$ cat config.mk
export PLATFORM = sky130hd
export DESIGN_NAME = jpeg_scan_stream_parser_unit
export DESIGN_NICKNAME = d
export VERILOG_FILES = /design/src/hw/rtl/jssp_pkg.sv /design/src/hw/rtl/jpeg_scan_stream_parser_unit.sv
export SDC_FILE = /design/constraint.sdc
export NUM_CORES = 1
export LEC_CHECK = 0
export BUFFER_PORTS_ARGS = -buffer_cell sky130_fd_sc_hd__buf_2
export CAP_MARGIN = 20
export CORE_MARGIN = 4
export CORE_UTILIZATION = 35
export DETAILED_ROUTE_END_ITERATION = 8
export GPL_TIMING_DRIVEN = 0
export PLACE_DENSITY = 0.59
export REMOVE_ABC_BUFFERS = 1
export SLEW_MARGIN = 0
export SYNTH_ARGS = -nofsm -noshare
export SYNTH_HDL_FRONTEND = slang
export SYNTH_SLANG_ARGS = --single-unit
$ cat constraint.sdc
create_clock -name clock -period 13.2 [get_ports clock]
set_input_delay 1.98 -clock clock [delete_from_list [all_inputs] [get_ports clock]]
set_output_delay 1.98 -clock clock [all_outputs]
set_load 0.02 [all_outputs]
$ cat src/hw/rtl/jssp_pkg.sv
// jssp_pkg: shared types and codes for the scan stream parser
// holds the request and response word structs, result kinds and error codes
// no dependencies
package jssp_pkg;

   // request word: one stream byte and the start-of-header flag
   typedef struct packed {
      logic [7:0] data_byte;
      logic       first_byte;
   } req_type;

   // response word: one parser result
   typedef struct packed {
      logic [2:0] kind;
      logic [1:0] comp_index;
      logic [7:0] comp_id;
      logic [1:0] dc_table;
      logic [1:0] ac_table;
      logic [7:0] component_count;
      logic [7:0] spectral_start;
      logic [7:0] spectral_end;
      logic [3:0] approx_high;
      logic [3:0] approx_low;
      logic [7:0] value;
      logic [1:0] error_code;
   } rsp_type;

   // result kinds
   localparam logic [2:0] KIND_COMPONENT = 3'd0;
   localparam logic [2:0] KIND_SCAN      = 3'd1;
   localparam logic [2:0] KIND_DATA      = 3'd2;
   localparam logic [2:0] KIND_RESTART   = 3'd3;
   localparam logic [2:0] KIND_END       = 3'd4;
   localparam logic [2:0] KIND_ERROR     = 3'd5;

   // error codes
   localparam logic [1:0] ERR_DC_TABLE   = 2'd0;
   localparam logic [1:0] ERR_AC_TABLE   = 2'd1;
   localparam logic [1:0] ERR_LENGTH     = 2'd2;
   localparam logic [1:0] ERR_COMPONENTS = 2'd3;

   // marker bytes
   localparam logic [7:0] MARKER_PREFIX  = 8'hff;
   localparam logic [7:0] STUFF_BYTE     = 8'h00;
   localparam logic [7:0] RST_FIRST      = 8'hd0;
   localparam logic [7:0] RST_LAST       = 8'hd7;

   // highest legal entropy table number
   localparam logic [3:0] MAX_TABLE      = 4'd3;

endpackage

$ cat src/hw/rtl/jpeg_scan_stream_parser_unit.sv
// jpeg_scan_stream_parser_unit: start-of-scan header and entropy segment parser
// depends on jssp_pkg for the word types, result kinds and error codes
//
// Usage:
//   req channel (req_valid/req_ready/req_payload) carries the bytes that follow
//   an FF DA marker, one byte per word; first_byte marks the high length byte
//   and restarts parsing at any time.
//   rsp channel (rsp_valid/rsp_ready/rsp_payload) carries at most one result
//   word per byte: component entries, scan parameters, data bytes with
//   stuffing removed, restart markers, the closing marker, or an error.
// Timing:
//   an accepted byte waits in the input register; its result is loaded
//   into the output register as the byte leaves, which a held result
//   can delay. One byte per cycle is sustained while results are taken;
//   the state update of one byte in the single parse stage sets that rate.
// Stall:
//   while rsp_ready is low, the input register still takes one more byte and
//   bytes that give no result keep draining; req_ready drops only when a
//   byte with a result waits behind a held result.
// Reset:
//   synchronous, active high; both registers empty, parser idle until a byte
//   with first_byte set arrives. No memories, no clearing pass.
module jpeg_scan_stream_parser_unit #(
   parameter int MAX_COMPONENTS = 4
) (
   input  logic              clock,
   input  logic              reset,
   input  logic              req_valid,
   output logic              req_ready,
   input  jssp_pkg::req_type req_payload,
   output logic              rsp_valid,
   input  logic              rsp_ready,
   output jssp_pkg::rsp_type rsp_payload
);

   localparam int CNT_W = $clog2(MAX_COMPONENTS + 1);
   localparam int HDR_W = $clog2(2 * MAX_COMPONENTS + 7);

   typedef enum logic [3:0] {
      PH_IDLE,
      PH_LEN_LO,
      PH_NS,
      PH_CID,
      PH_CTBL,
      PH_SS,
      PH_SE,
      PH_AHAL,
      PH_BODY
   } phase_type;

   // registers
   logic              in_valid_ff, in_valid_in;
   jssp_pkg::req_type in_word_ff;
   logic              rsp_valid_ff, rsp_valid_in;
   jssp_pkg::rsp_type rsp_word_ff;
   phase_type         phase_ff, phase_in;
   logic [15:0]       seg_len_ff, seg_len_in;
   logic [HDR_W-1:0]  hdr_cnt_ff, hdr_cnt_in;
   logic [CNT_W-1:0]  comp_total_ff, comp_total_in;
   logic [CNT_W-1:0]  comp_cnt_ff, comp_cnt_in;
   logic [7:0]        held_id_ff, held_id_in;
   logic [7:0]        ss_ff, ss_in;
   logic [7:0]        se_ff, se_in;
   logic              pend_ff, pend_in;

   // parse stage signals
   logic              has_res;
   jssp_pkg::rsp_type res;
   logic              can_adv;
   logic              adv;
   logic [7:0]        b;
   logic [3:0]        hi_nib;
   logic [3:0]        lo_nib;
   logic [HDR_W-1:0]  hdr_inc;
   logic [CNT_W-1:0]  cnt_inc;

   assign b       = in_word_ff.data_byte;
   assign hi_nib  = b[7:4];
   assign lo_nib  = b[3:0];
   assign hdr_inc = hdr_cnt_ff + HDR_W'(1);
   assign cnt_inc = comp_cnt_ff + CNT_W'(1);

   // handshake between the two registers
   assign can_adv   = !has_res || !rsp_valid_ff || rsp_ready;
   assign adv       = in_valid_ff && can_adv;
   assign req_ready = !in_valid_ff || adv;
   assign rsp_valid   = rsp_valid_ff;
   assign rsp_payload = rsp_word_ff;

   always_comb begin
      in_valid_in = in_valid_ff;
      if (req_valid && req_ready) begin
         in_valid_in = 1'b1;
      end else if (adv) begin
         in_valid_in = 1'b0;
      end
   end

   always_comb begin
      rsp_valid_in = rsp_valid_ff;
      if (adv && has_res) begin
         rsp_valid_in = 1'b1;
      end else if (rsp_ready) begin
         rsp_valid_in = 1'b0;
      end
   end

   // parse one byte against the current state
   always_comb begin
      res           = '0;
      has_res       = 1'b0;
      phase_in      = phase_ff;
      seg_len_in    = seg_len_ff;
      hdr_cnt_in    = hdr_cnt_ff;
      comp_total_in = comp_total_ff;
      comp_cnt_in   = comp_cnt_ff;
      held_id_in    = held_id_ff;
      ss_in         = ss_ff;
      se_in         = se_ff;
      pend_in       = pend_ff;
      if (in_word_ff.first_byte) begin
         // new header, drop whatever was in progress
         seg_len_in    = {b, 8'h00};
         hdr_cnt_in    = HDR_W'(1);
         comp_total_in = '0;
         comp_cnt_in   = '0;
         held_id_in    = '0;
         pend_in       = 1'b0;
         phase_in      = PH_LEN_LO;
      end else begin
         unique case (phase_ff)
            PH_LEN_LO: begin
               seg_len_in = seg_len_ff | {8'h00, b};
               hdr_cnt_in = HDR_W'(2);
               phase_in   = PH_NS;
            end
            PH_NS: begin
               hdr_cnt_in    = hdr_inc;
               comp_total_in = b[CNT_W-1:0];
               comp_cnt_in   = '0;
               if (b > 8'(MAX_COMPONENTS)) begin
                  has_res        = 1'b1;
                  res.kind       = jssp_pkg::KIND_ERROR;
                  res.error_code = jssp_pkg::ERR_COMPONENTS;
                  phase_in       = PH_IDLE;
                  pend_in        = 1'b0;
               end else if (b == 8'h00) begin
                  phase_in = PH_SS;
               end else begin
                  phase_in = PH_CID;
               end
            end
            PH_CID: begin
               hdr_cnt_in = hdr_inc;
               held_id_in = b;
               phase_in   = PH_CTBL;
            end
            PH_CTBL: begin
               hdr_cnt_in = hdr_inc;
               has_res    = 1'b1;
               // dc nibble is checked before ac nibble
               if (hi_nib > jssp_pkg::MAX_TABLE) begin
                  res.kind       = jssp_pkg::KIND_ERROR;
                  res.error_code = jssp_pkg::ERR_DC_TABLE;
                  phase_in       = PH_IDLE;
                  pend_in        = 1'b0;
               end else if (lo_nib > jssp_pkg::MAX_TABLE) begin
                  res.kind       = jssp_pkg::KIND_ERROR;
                  res.error_code = jssp_pkg::ERR_AC_TABLE;
                  phase_in       = PH_IDLE;
                  pend_in        = 1'b0;
               end else begin
                  res.kind            = jssp_pkg::KIND_COMPONENT;
                  res.comp_index      = 2'(comp_cnt_ff);
                  res.comp_id         = held_id_ff;
                  res.dc_table        = hi_nib[1:0];
                  res.ac_table        = lo_nib[1:0];
                  res.component_count = 8'(comp_total_ff);
                  comp_cnt_in         = cnt_inc;
                  phase_in = (cnt_inc >= comp_total_ff) ? PH_SS : PH_CID;
               end
            end
            PH_SS: begin
               hdr_cnt_in = hdr_inc;
               ss_in      = b;
               phase_in   = PH_SE;
            end
            PH_SE: begin
               hdr_cnt_in = hdr_inc;
               se_in      = b;
               phase_in   = PH_AHAL;
            end
            PH_AHAL: begin
               hdr_cnt_in = hdr_inc;
               has_res    = 1'b1;
               pend_in    = 1'b0;
               if (16'(hdr_inc) != seg_len_ff) begin
                  res.kind       = jssp_pkg::KIND_ERROR;
                  res.error_code = jssp_pkg::ERR_LENGTH;
                  phase_in       = PH_IDLE;
               end else begin
                  res.kind            = jssp_pkg::KIND_SCAN;
                  res.component_count = 8'(comp_total_ff);
                  res.spectral_start  = ss_ff;
                  res.spectral_end    = se_ff;
                  res.approx_high     = hi_nib;
                  res.approx_low      = lo_nib;
                  phase_in            = PH_BODY;
               end
            end
            PH_BODY: begin
               // entropy data: unstuff and pick out markers
               if (!pend_ff) begin
                  if (b == jssp_pkg::MARKER_PREFIX) begin
                     pend_in = 1'b1;
                  end else begin
                     has_res   = 1'b1;
                     res.kind  = jssp_pkg::KIND_DATA;
                     res.value = b;
                  end
               end else begin
                  pend_in = 1'b0;
                  has_res = 1'b1;
                  if (b == jssp_pkg::STUFF_BYTE) begin
                     res.kind  = jssp_pkg::KIND_DATA;
                     res.value = jssp_pkg::MARKER_PREFIX;
                  end else if (b >= jssp_pkg::RST_FIRST && b <= jssp_pkg::RST_LAST) begin
                     res.kind  = jssp_pkg::KIND_RESTART;
                     res.value = {5'b00000, b[2:0]};
                  end else begin
                     res.kind  = jssp_pkg::KIND_END;
                     res.value = b;
                     phase_in  = PH_IDLE;
                  end
               end
            end
            default: begin
               phase_in = PH_IDLE;
            end
         endcase
      end
   end

   // input register
   always_ff @(posedge clock) begin
      if (reset) begin
         in_valid_ff <= 1'b0;
      end else begin
         in_valid_ff <= in_valid_in;
      end
      if (req_valid && req_ready) begin
         in_word_ff <= req_payload;
      end
   end

   // output register
   always_ff @(posedge clock) begin
      if (reset) begin
         rsp_valid_ff <= 1'b0;
      end else begin
         rsp_valid_ff <= rsp_valid_in;
      end
      if (adv && has_res) begin
         rsp_word_ff <= res;
      end
   end

   // parser state
   always_ff @(posedge clock) begin
      if (reset) begin
         phase_ff      <= PH_IDLE;
         seg_len_ff    <= '0;
         hdr_cnt_ff    <= '0;
         comp_total_ff <= '0;
         comp_cnt_ff   <= '0;
         held_id_ff    <= '0;
         ss_ff         <= '0;
         se_ff         <= '0;
         pend_ff       <= 1'b0;
      end else if (adv) begin
         phase_ff      <= phase_in;
         seg_len_ff    <= seg_len_in;
         hdr_cnt_ff    <= hdr_cnt_in;
         comp_total_ff <= comp_total_in;
         comp_cnt_ff   <= comp_cnt_in;
         held_id_ff    <= held_id_in;
         ss_ff         <= ss_in;
         se_ff         <= se_in;
         pend_ff       <= pend_in;
      end
   end

`ifndef SYNTHESIS
   // a pending marker prefix only exists inside entropy data
   a_pend_in_body: assert property (@(posedge clock) disable iff (reset)
      pend_ff |-> phase_ff == PH_BODY)
      else $error("marker prefix pending outside entropy data");

   // an error always leaves the parser idle
   a_error_idle: assert property (@(posedge clock) disable iff (reset)
      (adv && has_res && res.kind == jssp_pkg::KIND_ERROR) |=> phase_ff == PH_IDLE)
      else $error("parser not idle after error");

   // restart words carry only the marker index
   a_restart_index: assert property (@(posedge clock) disable iff (reset)
      (rsp_valid_ff && rsp_word_ff.kind == jssp_pkg::KIND_RESTART)
         |-> rsp_word_ff.value[7:3] == 5'b00000)
      else $error("restart index out of range");

   // component positions stay below the configured limit
   a_comp_index: assert property (@(posedge clock) disable iff (reset)
      (rsp_valid_ff && rsp_word_ff.kind == jssp_pkg::KIND_COMPONENT)
         |-> 32'(rsp_word_ff.comp_index) < MAX_COMPONENTS)
      else $error("component index beyond limit");
`endif

endmodule

* After elaboration in Yosys (flattened, before gate mapping) *
Cells that the tools add are included.

storage, ports and cells
  register bits after elaboration = 125
  bits in latches = 0
  memory bits (writable) = 0
  ROM bits = 0
  input port bits = 13
  output and inout port bits = 61
  word-level logic and storage cells = 149
  memories = 0

cells by class
  $add $sub $neg = 2
  $mul = 0
  divide/modulo/power cells = 0
  order comparisons = 6
  equal/unequal tests = 17
  shifts and indexed selects = 0
  mux-type cells = 61
  bitwise operators = 5
  reduce and logical (&&, ||, !) cells = 33

operators with widths
  kind                                                                  count
  8-bit 2-to-1 mux                                                      7
  3-bit 2-to-1 mux                                                      17
  16-bit 2-to-1 mux                                                     2
  4-bit one-hot mux with 8 select lines                                 1
  4-bit 2-to-1 mux                                                      7
  27-bit 2-to-1 mux                                                     1
  3-bit != test, second input constant                                  6
  4-bit by 3-bit == test with 1-bit output, second input constant       4
  1-bit 2-to-1 mux                                                      16
  4-bit by 16-bit != test with 1-bit output                             1
  16-bit by 8-bit bitwise OR with 16-bit output                         1
  8-bit one-hot mux with 2 select lines                                 1
  3-bit one-hot mux with 4 select lines                                 1
  4-bit AND reduction                                                   3
  2-bit nonzero test                                                    5
  4-bit by 2-bit == test with 1-bit output, second input constant       2
  8-bit == test, second input constant                                  1
  8-bit greater-or-equal comparator, second input constant              1
  4-bit by 2-bit > comparator with 1-bit output, second input constant  2
  8-bit by 3-bit > comparator with 1-bit output, second input constant  1
  8-bit less-or-equal comparator, second input constant                 1
  8-bit logical NOT                                                     1
  4-bit one-hot mux with 2 select lines                                 1
  2-bit AND reduction                                                   4
  other kinds (22)                                                      37

* Depth between registers and ports, before layout *
Gate-level depths: netlist (run 1).

  depth in word-level cells = 12
  mapped depth = 8
  mapped depth without buffers = 7

* Worst setup path before layout (run 1) *
OpenSTA, ideal clock, no wires.

  path type = input port to flip-flop
  from = input rsp_ready
  to = register rsp_word_ff (netlist bit rsp_payload[0]), enable pin
  setup time = 0.466 ns
  data arrival time = 4.312 ns
  data required time = 12.734 ns
  slack = 8.423 ns
  stages = 2
  buffers on the path = 0
  cell sequence = nor2b_1 nor2_1

on the way
  word-level cells in the longest chain between the ends = 3

ends and longest elaborated chain
  element                 line                                 text
  start: declaration      jpeg_scan_stream_parser_unit.sv:32   input logic rsp_ready,
  1-bit logical OR        jpeg_scan_stream_parser_unit.sv:84   assign can_adv = !has_res || !rsp_valid_ff || rsp_ready;
  1-bit logical AND       jpeg_scan_stream_parser_unit.sv:85   assign adv = in_valid_ff && can_adv;
  1-bit logical AND       jpeg_scan_stream_parser_unit.sv:263  if (adv && has_res) begin
  end signal: assignment  jpeg_scan_stream_parser_unit.sv:264  rsp_word_ff <= res;
  end: declaration        jpeg_scan_stream_parser_unit.sv:55   jssp_pkg::rsp_type rsp_word_ff;

No other way between the ends.
A chain may end at the register's enable or synchronous reset.

* Worst setup path in the final report (run 1) *
  from = input rsp_ready
  to = output req_ready

on the way
  word-level cells in the longest chain between the ends = 3

ends and longest elaborated chain
  element            line                                text
  1-bit logical OR   jpeg_scan_stream_parser_unit.sv:84
  1-bit logical AND  jpeg_scan_stream_parser_unit.sv:85
  1-bit logical OR   jpeg_scan_stream_parser_unit.sv:86  assign req_ready = !in_valid_ff || adv;
  end: declaration   jpeg_scan_stream_parser_unit.sv:29  output logic req_ready,

No other way between the ends.

==> results of run 1 <==
-- worst register-to-register path: stages, from the launching register on --
cell	delay (ps)
dfxtp_1	650
nor4b_2	570
o31ai_4	190
o2111a_2	220
nor2_1	150
nand2_1	100
nor2_4	740
buf_16	270
-- worst max-delay path by stage --
stage          startpoint  slack, ps  depth (start not counted)         endpoint
2_1_floorplan   rsp_ready       8420                          2   rsp_payload[0]
3_3_place_gp    rsp_ready       7390                          3  rsp_payload[26]
4_1_cts         rsp_ready       7910                          6        req_ready
3_5_place_dp    rsp_ready       7910                          6        req_ready
6_report        rsp_ready       7930                          6        req_ready
5_1_grt         rsp_ready       7830                          6        req_ready
-- flip-flops by register name, summed over array words and instances, names as in the netlist --
| signal | flops |
|---|---|
| seg_len_ff | 16 |
| se_ff | 8 |
| in_valid_ff | 1 |
| rsp_valid | 1 |
| held_id_ff | 8 |
| rsp_payload | 54 |
| ss_ff | 8 |
| b | 8 |
| in_word_ff | 1 |
| comp_cnt_ff | 3 |
| phase_ff | 4 |
| comp_total_ff | 3 |
| pend_ff | 1 |
| hdr_cnt_ff | 4 |
-- cells by family (layout without fill, tap and decap cells) --
logic type      after synthesis  count (layout)  share of synthesized area (%)
compound gates               83              83                           11.7
xor+xnor                      9               9                           1.54
fa+ha+maj                     5               5                           1.22
buf+inv                      44             111                           3.87
flops                       120             120                           59.4
mux                          16              16                           3.13
other cells                   1               5                         0.0734
simple gates                183             183                           19.1
-- power breakdown --
part	internal [uW]	leakage [uW]	switching (uW)
Clock	292	0.000290	154
Combinational	7.38	0.000943	12.1
Sequential	394	0.000934	14.6
-- placed cells by master (no fill, tap or decap), drive strengths merged, types with 2 or more instances in the layout --
| cell | n |
|---|---|
| and4b | 2 |
| nand4 | 2 |
| and2 | 40 |
| a31oi | 2 |
| o31ai | 2 |
| a22oi | 9 |
| a21oi | 22 |
| nand2 | 25 |
| o211ai | 3 |
| ha | 5 |
| or4b | 3 |
| or2 | 2 |
| or4 | 4 |
| bufinv | 2 |
| o21ai | 11 |
| dfxtp | 57 |
| nand4b | 2 |
| clkinv | 8 |
| o211a | 2 |
| nor3 | 10 |
| xor2 | 3 |
| xnor2 | 6 |
| a22o | 9 |
| nand2b | 5 |
| o21a | 8 |
| nor4 | 7 |
| nor2 | 53 |
| o32ai | 5 |
| conb | 5 |
| clkbuf | 23 |
| buf | 71 |
| mux2i | 16 |
| nor2b | 3 |
| nand3 | 18 |
| nor4b | 4 |
| a211o | 2 |
| inv | 6 |
| edfxtp | 63 |
-- metrics by stage --
stage | std cells | setup slack (ps) | utilization (%) | instance area [um^2] | hold slack (ps)
after global routing | 712 | 7830 | 43.7 | 6160 | 473
after floorplan | 428 | 8420 | - | 4950 | 430
after global placement | 676 | 7390 | 39.2 | 5520 | 441
after CTS | 712 | 7910 | 43.7 | 6160 | 458
final | 712 | 7930 | 43.7 | 6160 | 456
after detailed placement | 680 | 7910 | 39.6 | 5580 | 451
-- layer usage --
layer  part of all wire [%]  vias to the layer above  global-route usage [%]
met3                    8.3                        8                    4.03
met1                     43                     1723                    18.0
met5                      0                        -                       0
li1                       -                     1781                       -
met2                     47                      124                    22.6
met4                   0.83                        0                    6.11
-- final cells by class --
class / instances / area, um^2
inverter: 7 / 26.3
multi-input combinational: 301 / 1900
clock buffer: 23 / 479
timing repair buffer: 72 / 395
sequential: 120 / 3030
tap: 180 / 225
clock inverter: 9 / 98.8
fill: 1333 / 7940
==> impl_metrics.toml, run 1 <==
[cells_and_area]
layout-drive-gt1-share_pct = 21.1
area_delta_synth_final_pct = 20.5
num_antenna_cells = 0
nets = 537

[job]
cap_violations = 0

[pwr]
p_per_area_nw_per_um2 = 142
p_leak_uw = 0.00217
p_total_uw = 874
max-vdd-ir-drop_v = 0.0000700

[floorplan]
die-area_um2 = 16600
io_pins = 74
die_h_um = 129
core_um2 = 14100
initial_utilization_pct = 36.3
fp.dieW_um = 129
fp-row-count = 43

[clock_tree]
clk_path_buf_depth = 2
cts_inserted_buffers = 17
cts_hold_buffers = 0
cts.root.buffer_cell = "clkbuf_16"
htreeDepth = 4
post_cts_buffers = 0
clk_pin_slew_ps = 50
clkSinkCount = 120
tritoncts = "built"
clock_latency_ps = 410
cts_resized = 0

[setup_path]
reg2reg_slack_ps = 10000
cp-end-kind = "output port"
crit_slowest_cell = "nor2_1"
path_common_cell = "buf_2"
path_buf_inv = 2
critPathMaxFanout = 5
max_stage_delay_ps = 350
crit_chain = "buf_2 -> nor2b_1 -> nand3_1 -> nor2_1 -> nand2_1 -> buf_2"
crit_path_start_kind = "input pin"
arrival_ps = 3290
r2r_cells = 7
regToRegStartpoint = "phase_ff[1]"
r2r_end = "rsp_payload[32]"
crit_type = "input pin to output port"
cp_data_required_time_ps = 11220
cp_top_family = "simple AND/OR/NAND/NOR gates"

[timing]
fmax_ghz = 0.190
fin_crit_ps = 5270
finalCritPeriodShare_pct = 39.9
fin_setup_tns_ps = 0
worst_slew_pin_slew_ps = 947
slew_violations = 0
rsz0062_at_grt = "false"
setup_violations = 0
hold_viol = 0
max-slew-margin-rel_pct = 36.8
clock_skew_ps = 5.90

[synth]
synth_area_leaders = "edfxtp_1 (37%), dfxtp_1 (22%), and2_1 (4.9%)"
synth.largest_area_cell = "edfxtp_1"
avgSynthCellArea_um2 = 11.1
yosysMostFrequentCell = "edfxtp_1"
ys_ff_latch = 120
netlist_top_cells_count = "edfxtp_1 (63), dfxtp_1 (57), nor2_1 (53), and2_1 (40), nand2_1 (25)"
synth.cell_area_um2 = 5110
async_reset_ff_share_pct = 0
synth_edf_count = 63
synth_top_area_share_pct = 37.0
yosysSeqAreaShare_pct = 59.4
synth_cell_type_count = 60
synth_cells = 461
ys_warn_count = 0
synth_flop_cell = "edfxtp_1"

[global_routing]
grt_max_degree = 50
antenna_found_initial = 0
grt_pass1_wl_mm = 17.9
overflow = 0
grt_usage_pct = 14.1
grt_pass1_vias = 3459

[route]
wl_mm = 11.3
vias_per_cell = 5.11
initialDrtViolationCount = 192
drt-wirelength-per-cell_um = 15.9
via_count = 3636
drt_first_pass_iters = 4
remaining_drc_errors = 0
drtAntennaViolNets = 0

[place]
portBuffers = 68
dp_hpwl_mm = 7.52
gp_congestion = 0.862

[worst_hold_path]
hold-path-cell-count = 2
hold_start = "seg_len_ff[11]"
hold_path_class = "flop to flop"
min_to = "seg_len_ff[11]"

[status]
status = "finished clean"
Note: power is estimated with default switching activity, not from simulation.
==> run 2: changes to the inputs <==
--- a/config.mk
+++ b/config.mk
@@ -5,6 +5,7 @@
 export SDC_FILE = /design/constraint.sdc
 export NUM_CORES = 1
 export LEC_CHECK = 0
+export ABC_AREA = 1
 export BUFFER_PORTS_ARGS = -buffer_cell sky130_fd_sc_hd__buf_2
 export CAP_MARGIN = 20
 export CORE_MARGIN = 4
==> constraint.sdc (replaced) <==
create_clock -name clock -period 5.3 [get_ports clock]
set_input_delay 0.795 -clock clock [delete_from_list [all_inputs] [get_ports clock]]
set_output_delay 0.795 -clock clock [all_outputs]
set_load 0.02 [all_outputs]
==> run 2 against run 1 <==
Flip-flop and latch count stayed put. Combinational power grew to 7.4 times the previous value. First-iteration DRC count is 41% higher. Critical path depth is 6 higher. Sequential share of layout area is 2.9 points lower. Design area is 6.2% higher. Wire length is 10% higher. Critical endpoint is now rsp_payload[10]. Highest routed layer unchanged.
==> impl_metrics.toml, run 2 <==
[status]
status = "finished clean"

[pwr]
intPower_uw = 1780
p_leak_uw = 0.00267
p_per_area_nw_per_um2 = 353
max-vdd-ir-drop_v = 0.000222
p_comb_share_pct = 6.2
switchingPower_uw = 525
seqPwrFrac_pct = 44.1
power.share.clock_pct = 49.7
p_sw_share_pct = 22.7

[timing]
hold_viol = 0
fmax_ghz = 0.324
fin_setup_tns_ps = 0
finalCritPeriodShare_pct = 58.2
max-slew-margin-rel_pct = 33.1
slew_violations = 0
clock_skew_ps = 5.66
fin_crit_ps = 3080
setup_violations = 0
worst_slew_pin_slew_ps = 1000
rsz0062_at_grt = "false"

[cells_and_area]
fillers = 1483
area_delta_synth_final_pct = 19.8
nets = 683
num_antenna_cells = 0
regArea_um2 = 3030
final_area_um2 = 6540
multi_input_area_um2 = 1960
largest_reg_flops = 54
layout-drive-gt1-share_pct = 22.9
stdcell_count = 889
fin_util_pct = 42.9
final_common_cell = "nor2_1"
mostFrequentLayoutCells = "nor2_1 (113), nand2_1 (98), buf_2 (68), edfxtp_1 (63), inv_1 (61)"

[place]
portBuffers = 68
gp_congestion = 0.868
place_area_um2 = 5920
dpl.cell_count = 856
dp_hpwl_mm = 8.57

[synth]
avgSynthCellArea_um2 = 9.09
synth_flop_cell = "edfxtp_1"
synth_area_leaders = "edfxtp_1 (35%), dfxtp_1 (21%), nor2_1 (7.8%)"
synth.largest_area_cell = "edfxtp_1"
ys_warn_count = 0
async_reset_ff_share_pct = 0
synth_cells = 601
synth_edf_count = 63
yosysMostFrequentCell = "nor2_1"
synth_top_area_share_pct = 34.6
ys_ff_latch = 120
yosysSeqAreaShare_pct = 55.5
synth_cell_type_count = 43
netlist_top_cells_count = "nor2_1 (113), nand2_1 (98), edfxtp_1 (63), inv_1 (62), dfxtp_1 (57)"
synth.cell_area_um2 = 5460

[clock_tree]
tritoncts = "built"
htreeDepth = 4
clk_pin_slew_ps = 50
cts_resized = 0
cts_hold_buffers = 0
clock_latency_ps = 410
post_cts_buffers = 0
cts.root.buffer_cell = "clkbuf_16"
clk_path_buf_depth = 2
clkSinkCount = 120
cts_inserted_buffers = 17

[setup_path]
max_stage_delay_ps = 560
crit_type = "flop to flop"
crit_chain = "inv_2 -> nand2_1 -> nand2_1 -> nand3_2 -> nand2_2 -> nand3_2 -> nand3_4 -> nand2_2 -> inv_4 -> nand2_1 -> inv_2 -> buf_12"
crit_slowest_cell = "edfxtp_1"
critPathMaxFanout = 44
arrival_ps = 3170
cp-end-kind = "flop"
cp_data_required_time_ps = 5390
path_common_cell = "nand2_1"
crit_path_start_kind = "flop"

[global_routing]
antenna_found_initial = 0
grt_max_degree = 45
grt_pass1_vias = 4159
grt_pass1_wl_mm = 20.4
overflow = 0
grt_usage_pct = 14.5

[floorplan]
io_pins = 74
die-area_um2 = 17700
core_um2 = 15300
initial_utilization_pct = 35.8
fp.dieW_um = 133
die_h_um = 133
fp-row-count = 45

[worst_hold_path]
hold_path_class = "flop to flop"

[job]
cap_violations = 0

[route]
drtAntennaViolNets = 0
remaining_drc_errors = 0
via_count = 4221
drt_first_pass_iters = 5
vias_per_cell = 4.75
initialDrtViolationCount = 270
wl_mm = 12.5
drt-wirelength-per-cell_um = 14.0
[run 2: cells by family (layout without fill, tap and decap cells)]
family,count (synthesis),count (layout),synth area share [%]
simple gates,289,289,25.4
flops,120,120,55.5
buf+inv,104,177,8.89
compound gates,79,79,8.43
fa+ha+maj,5,5,1.15
xor+xnor,3,3,0.481
other cells,1,5,0.0687
[run 2: area by class of cell]
type,instances,area share (%)
clock buffer,18,6.71
clock inverter,14,2.35
inverter,74,4.28
multi-input combinational,381,29.9
sequential,120,46.4
tap,211,4.04
timing repair buffer,71,6.35
[run 2: final timing paths]
check                                   start         endpoint  slack [ps]  cells after the start
worst max-delay path                     b[1]  rsp_payload[10]        2220                     12
worst min-delay path            seg_len_ff[6]    seg_len_ff[6]         450                      2
worst max register to register           b[1]  rsp_payload[10]        2220                     12
worst min register to register  seg_len_ff[6]    seg_len_ff[6]         450                      2
[run 2: power groups by stage]
stage,Sequential [uW],Clock (uW),Combinational [uW]
finish,1020,1150,144
detailed placement,1040,0,138
floorplan,1040,0,91.9
global placement,1040,0,129
global route,1020,1210,161
CTS,1020,1170,139
[run 2: worst max-delay path: cells and delay by family (launching register included)]
family / cells / cell delay, ps
buf+inv: 4 / 1030
flops: 1 / 560
simple gates: 8 / 1110
[run 2: through the flow]
| step | setup WS (ps) | hold slack [ps] | total power [uW] |
|---|---|---|---|
| 2_1_floorplan | 1850 | 430 | 1130 |
| 3_3_place_gp | 784 | 438 | 1170 |
| 3_5_place_dp | 1820 | 445 | 1180 |
| 4_1_cts | 1790 | 454 | 2330 |
| 5_1_grt | 2050 | 475 | 2390 |
| 6_report | 2220 | 451 | 2310 |
[run 2: layer usage]
| metal | vias to the layer above | GRT usage (%) | wire length (um) |
|---|---|---|---|
| met2 | 110 | 23.7 | 6010 |
| li1 | 2100 | - | - |
| met5 | - | 0 | 0 |
| met4 | 0 | 5.60 | 225 |
| met1 | 1992 | 17.9 | 5560 |
| met3 | 19 | 4.49 | 682 |
==> run 3: changes to the inputs <==
--- a/config.mk
+++ b/config.mk
@@ -5,7 +5,7 @@
 export SDC_FILE = /design/constraint.sdc
 export NUM_CORES = 1
 export LEC_CHECK = 0
-export ABC_AREA = 1
+export ABC_AREA = 0
 export BUFFER_PORTS_ARGS = -buffer_cell sky130_fd_sc_hd__buf_2
 export CAP_MARGIN = 20
 export CORE_MARGIN = 4
==> constraint.sdc (replaced) <==
create_clock -name clock -period 3.1 [get_ports clock]
set_input_delay 0.465 -clock clock [delete_from_list [all_inputs] [get_ports clock]]
set_output_delay 0.465 -clock clock [all_outputs]
set_load 0.02 [all_outputs]
==> run 3 against run 2 <==
Flip-flop and latch count did not move. Combinational power barely moved. Final cell count fell by 17%. Clock skew is 2.1 ps higher. Utilization is 2.4 points higher. Non-clock buffer count is 27 higher. Design area fell by 2.4%. Sequential power up 69%. Via count is 10% lower. Highest routed layer unchanged.
==> impl_metrics.toml, run 3 (synthesis gave the netlist of run 1 again) <==
[pwr]
p_per_area_nw_per_um2 = 588
power.share.clock_pct = 50.4
p_comb_share_pct = 3.8
p_sw_share_pct = 20.5
p_leak_uw = 0.00229
max-vdd-ir-drop_v = 0.000346
seqPwrFrac_pct = 45.8
intPower_uw = 2980
switchingPower_uw = 771

[timing]
fin_setup_tns_ps = 0
holdWs_ps = 232
slew_violations = 0
setup_violations = 0
hold_viol = 0
clock_skew_ps = 7.73
fmax_ghz = 0.335
fin_crit_ps = 2980
max-slew-margin-rel_pct = 36.7
finalCritPeriodShare_pct = 96.2
worst_slew_pin_slew_ps = 949

[setup_path]
cp_data_required_time_ps = 2630
critPathMaxFanout = 9
cp-end-kind = "output port"
arrival_ps = 2520
crit_type = "flop to output port"
crit_path_start_kind = "flop"

[worst_hold_path]
hold_path_class = "input pin to flop"

[cells_and_area]
num_antenna_cells = 0
largest_reg_flops = 54
final_common_cell = "buf_2"
nets = 564
layout-drive-gt1-share_pct = 25.6
mostFrequentLayoutCells = "buf_2 (69), edfxtp_1 (63), dfxtp_1 (55), nor2_1 (51), and2_1 (40)"
final_area_um2 = 6390
area_delta_synth_final_pct = 25.0

[global_routing]
overflow = 0
grt_pass1_vias = 3507
grt_pass1_wl_mm = 18.2
grt_max_degree = 50
grt_usage_pct = 14.5
antenna_found_initial = 0

[floorplan]
die-area_um2 = 16600
initial_utilization_pct = 36.3
io_pins = 74
core_um2 = 14100
fp.dieW_um = 129
die_h_um = 129
fp-row-count = 43

[clock_tree]
tritoncts = "built"
clock_latency_ps = 410
cts_inserted_buffers = 17
cts.root.buffer_cell = "clkbuf_16"
clk_pin_slew_ps = 50
clkSinkCount = 120
clk_path_buf_depth = 2
cts_hold_buffers = 0
htreeDepth = 4

[place]
dp_hpwl_mm = 7.52
gp_congestion = 0.862
portBuffers = 68
place_area_um2 = 5580

[job]
cap_violations = 0

[route]
drt-wirelength-per-cell_um = 16.0
drt_first_pass_iters = 5
via_count = 3781
remaining_drc_errors = 0
initialDrtViolationCount = 210
vias_per_cell = 5.12
drtAntennaViolNets = 0
wl_mm = 11.8

[status]
status = "finished clean"
## run 3: changes by cell type in the layout (fill, tap and decap cells not counted), sizes merged, moves of 8 or more
| cell | before | now |
|---|---|---|
| nand2 | 105 | 25 |
| inv | 76 | 6 |
| nor2 | 119 | 54 |
| and2 | 1 | 40 |
| a21oi | 54 | 22 |
| buf | 71 | 97 |
| mux2i | 0 | 16 |
| nand3 | 34 | 18 |
| nand4 | 15 | 2 |
| a22o | 0 | 9 |
| a22oi | 0 | 9 |
| o21a | 0 | 8 |
## run 3: worst max-delay path, cell delays in order (launching register included)
cell and delay, ps:
edfxtp_1 550, or4_4 560, o31ai_4 310, o2111a_2 350, nor2_4 80, nand2_1 90
buf_2 180
## run 3: path summary, 6_finish.rpt
| check | startpoint | to | slack [ps] | depth (start not counted) |
|---|---|---|---|---|
| setup / recovery | b[6] | req_ready | 120 | 6 |
| hold / removal | req_payload[5] | b[4] | 230 | 1 |
| setup reg to reg | phase_ff[1] | rsp_payload[0] | 150 | 6 |
| hold reg to reg | seg_len_ff[11] | seg_len_ff[11] | 450 | 2 |
## run 3: stage by stage
| stage | worst slack (ps) | utilization (%) | power [uW] | cells |
|---|---|---|---|---|
| floorplan | -1210 | - | 1800 | 428 |
| global placement | -2370 | 39.2 | 1850 | 676 |
| detailed placement | -108 | 39.6 | 1860 | 680 |
| CTS | -92.7 | 43.9 | 3760 | 715 |
| global route | -9.32 | 45.3 | 3880 | 739 |
| finish | 119 | 45.3 | 3750 | 739 |
## run 3: final cells by class
cell class	count	area, um^2
clock buffers	23	479
clock inverters	9	98.8
fillers	1315	7710
inverters	7	26.3
multi-input cells	302	1930
flip-flops and latches	120	3040
well taps	180	225
repair buffers	98	591
## run 3: routing by layer
layer,vias to the layer above,routed length (um),GRT usage (%)
met5,-,0,0
met4,0,164,6.11
met3,16,790,4.03
met2,127,5720,23.4
met1,1803,5120,18.4
li1,1835,-,-
## run 3: power by group through the flow
| stage | combinational (uW) | sequential (uW) | clock, uW |
|---|---|---|---|
| 6_report | 143 | 1720 | 1890 |
| 5_1_grt | 157 | 1720 | 2000 |
| 4_1_cts | 90.3 | 1740 | 1930 |
| 3_5_place_dp | 82.2 | 1770 | 0 |
| 3_3_place_gp | 81.0 | 1770 | 0 |
| 2_1_floorplan | 54.9 | 1740 | 0 |
## run 3: what timing repair did
action / CTS / global route
pin swaps: 1 / 0
hold endpoints to repair: 0 / 0
setup buffers: 2 / 24
gates resized for setup: 1 / 5
endpoints found under the setup margin: 24 / 40
cloned: 1 / 0
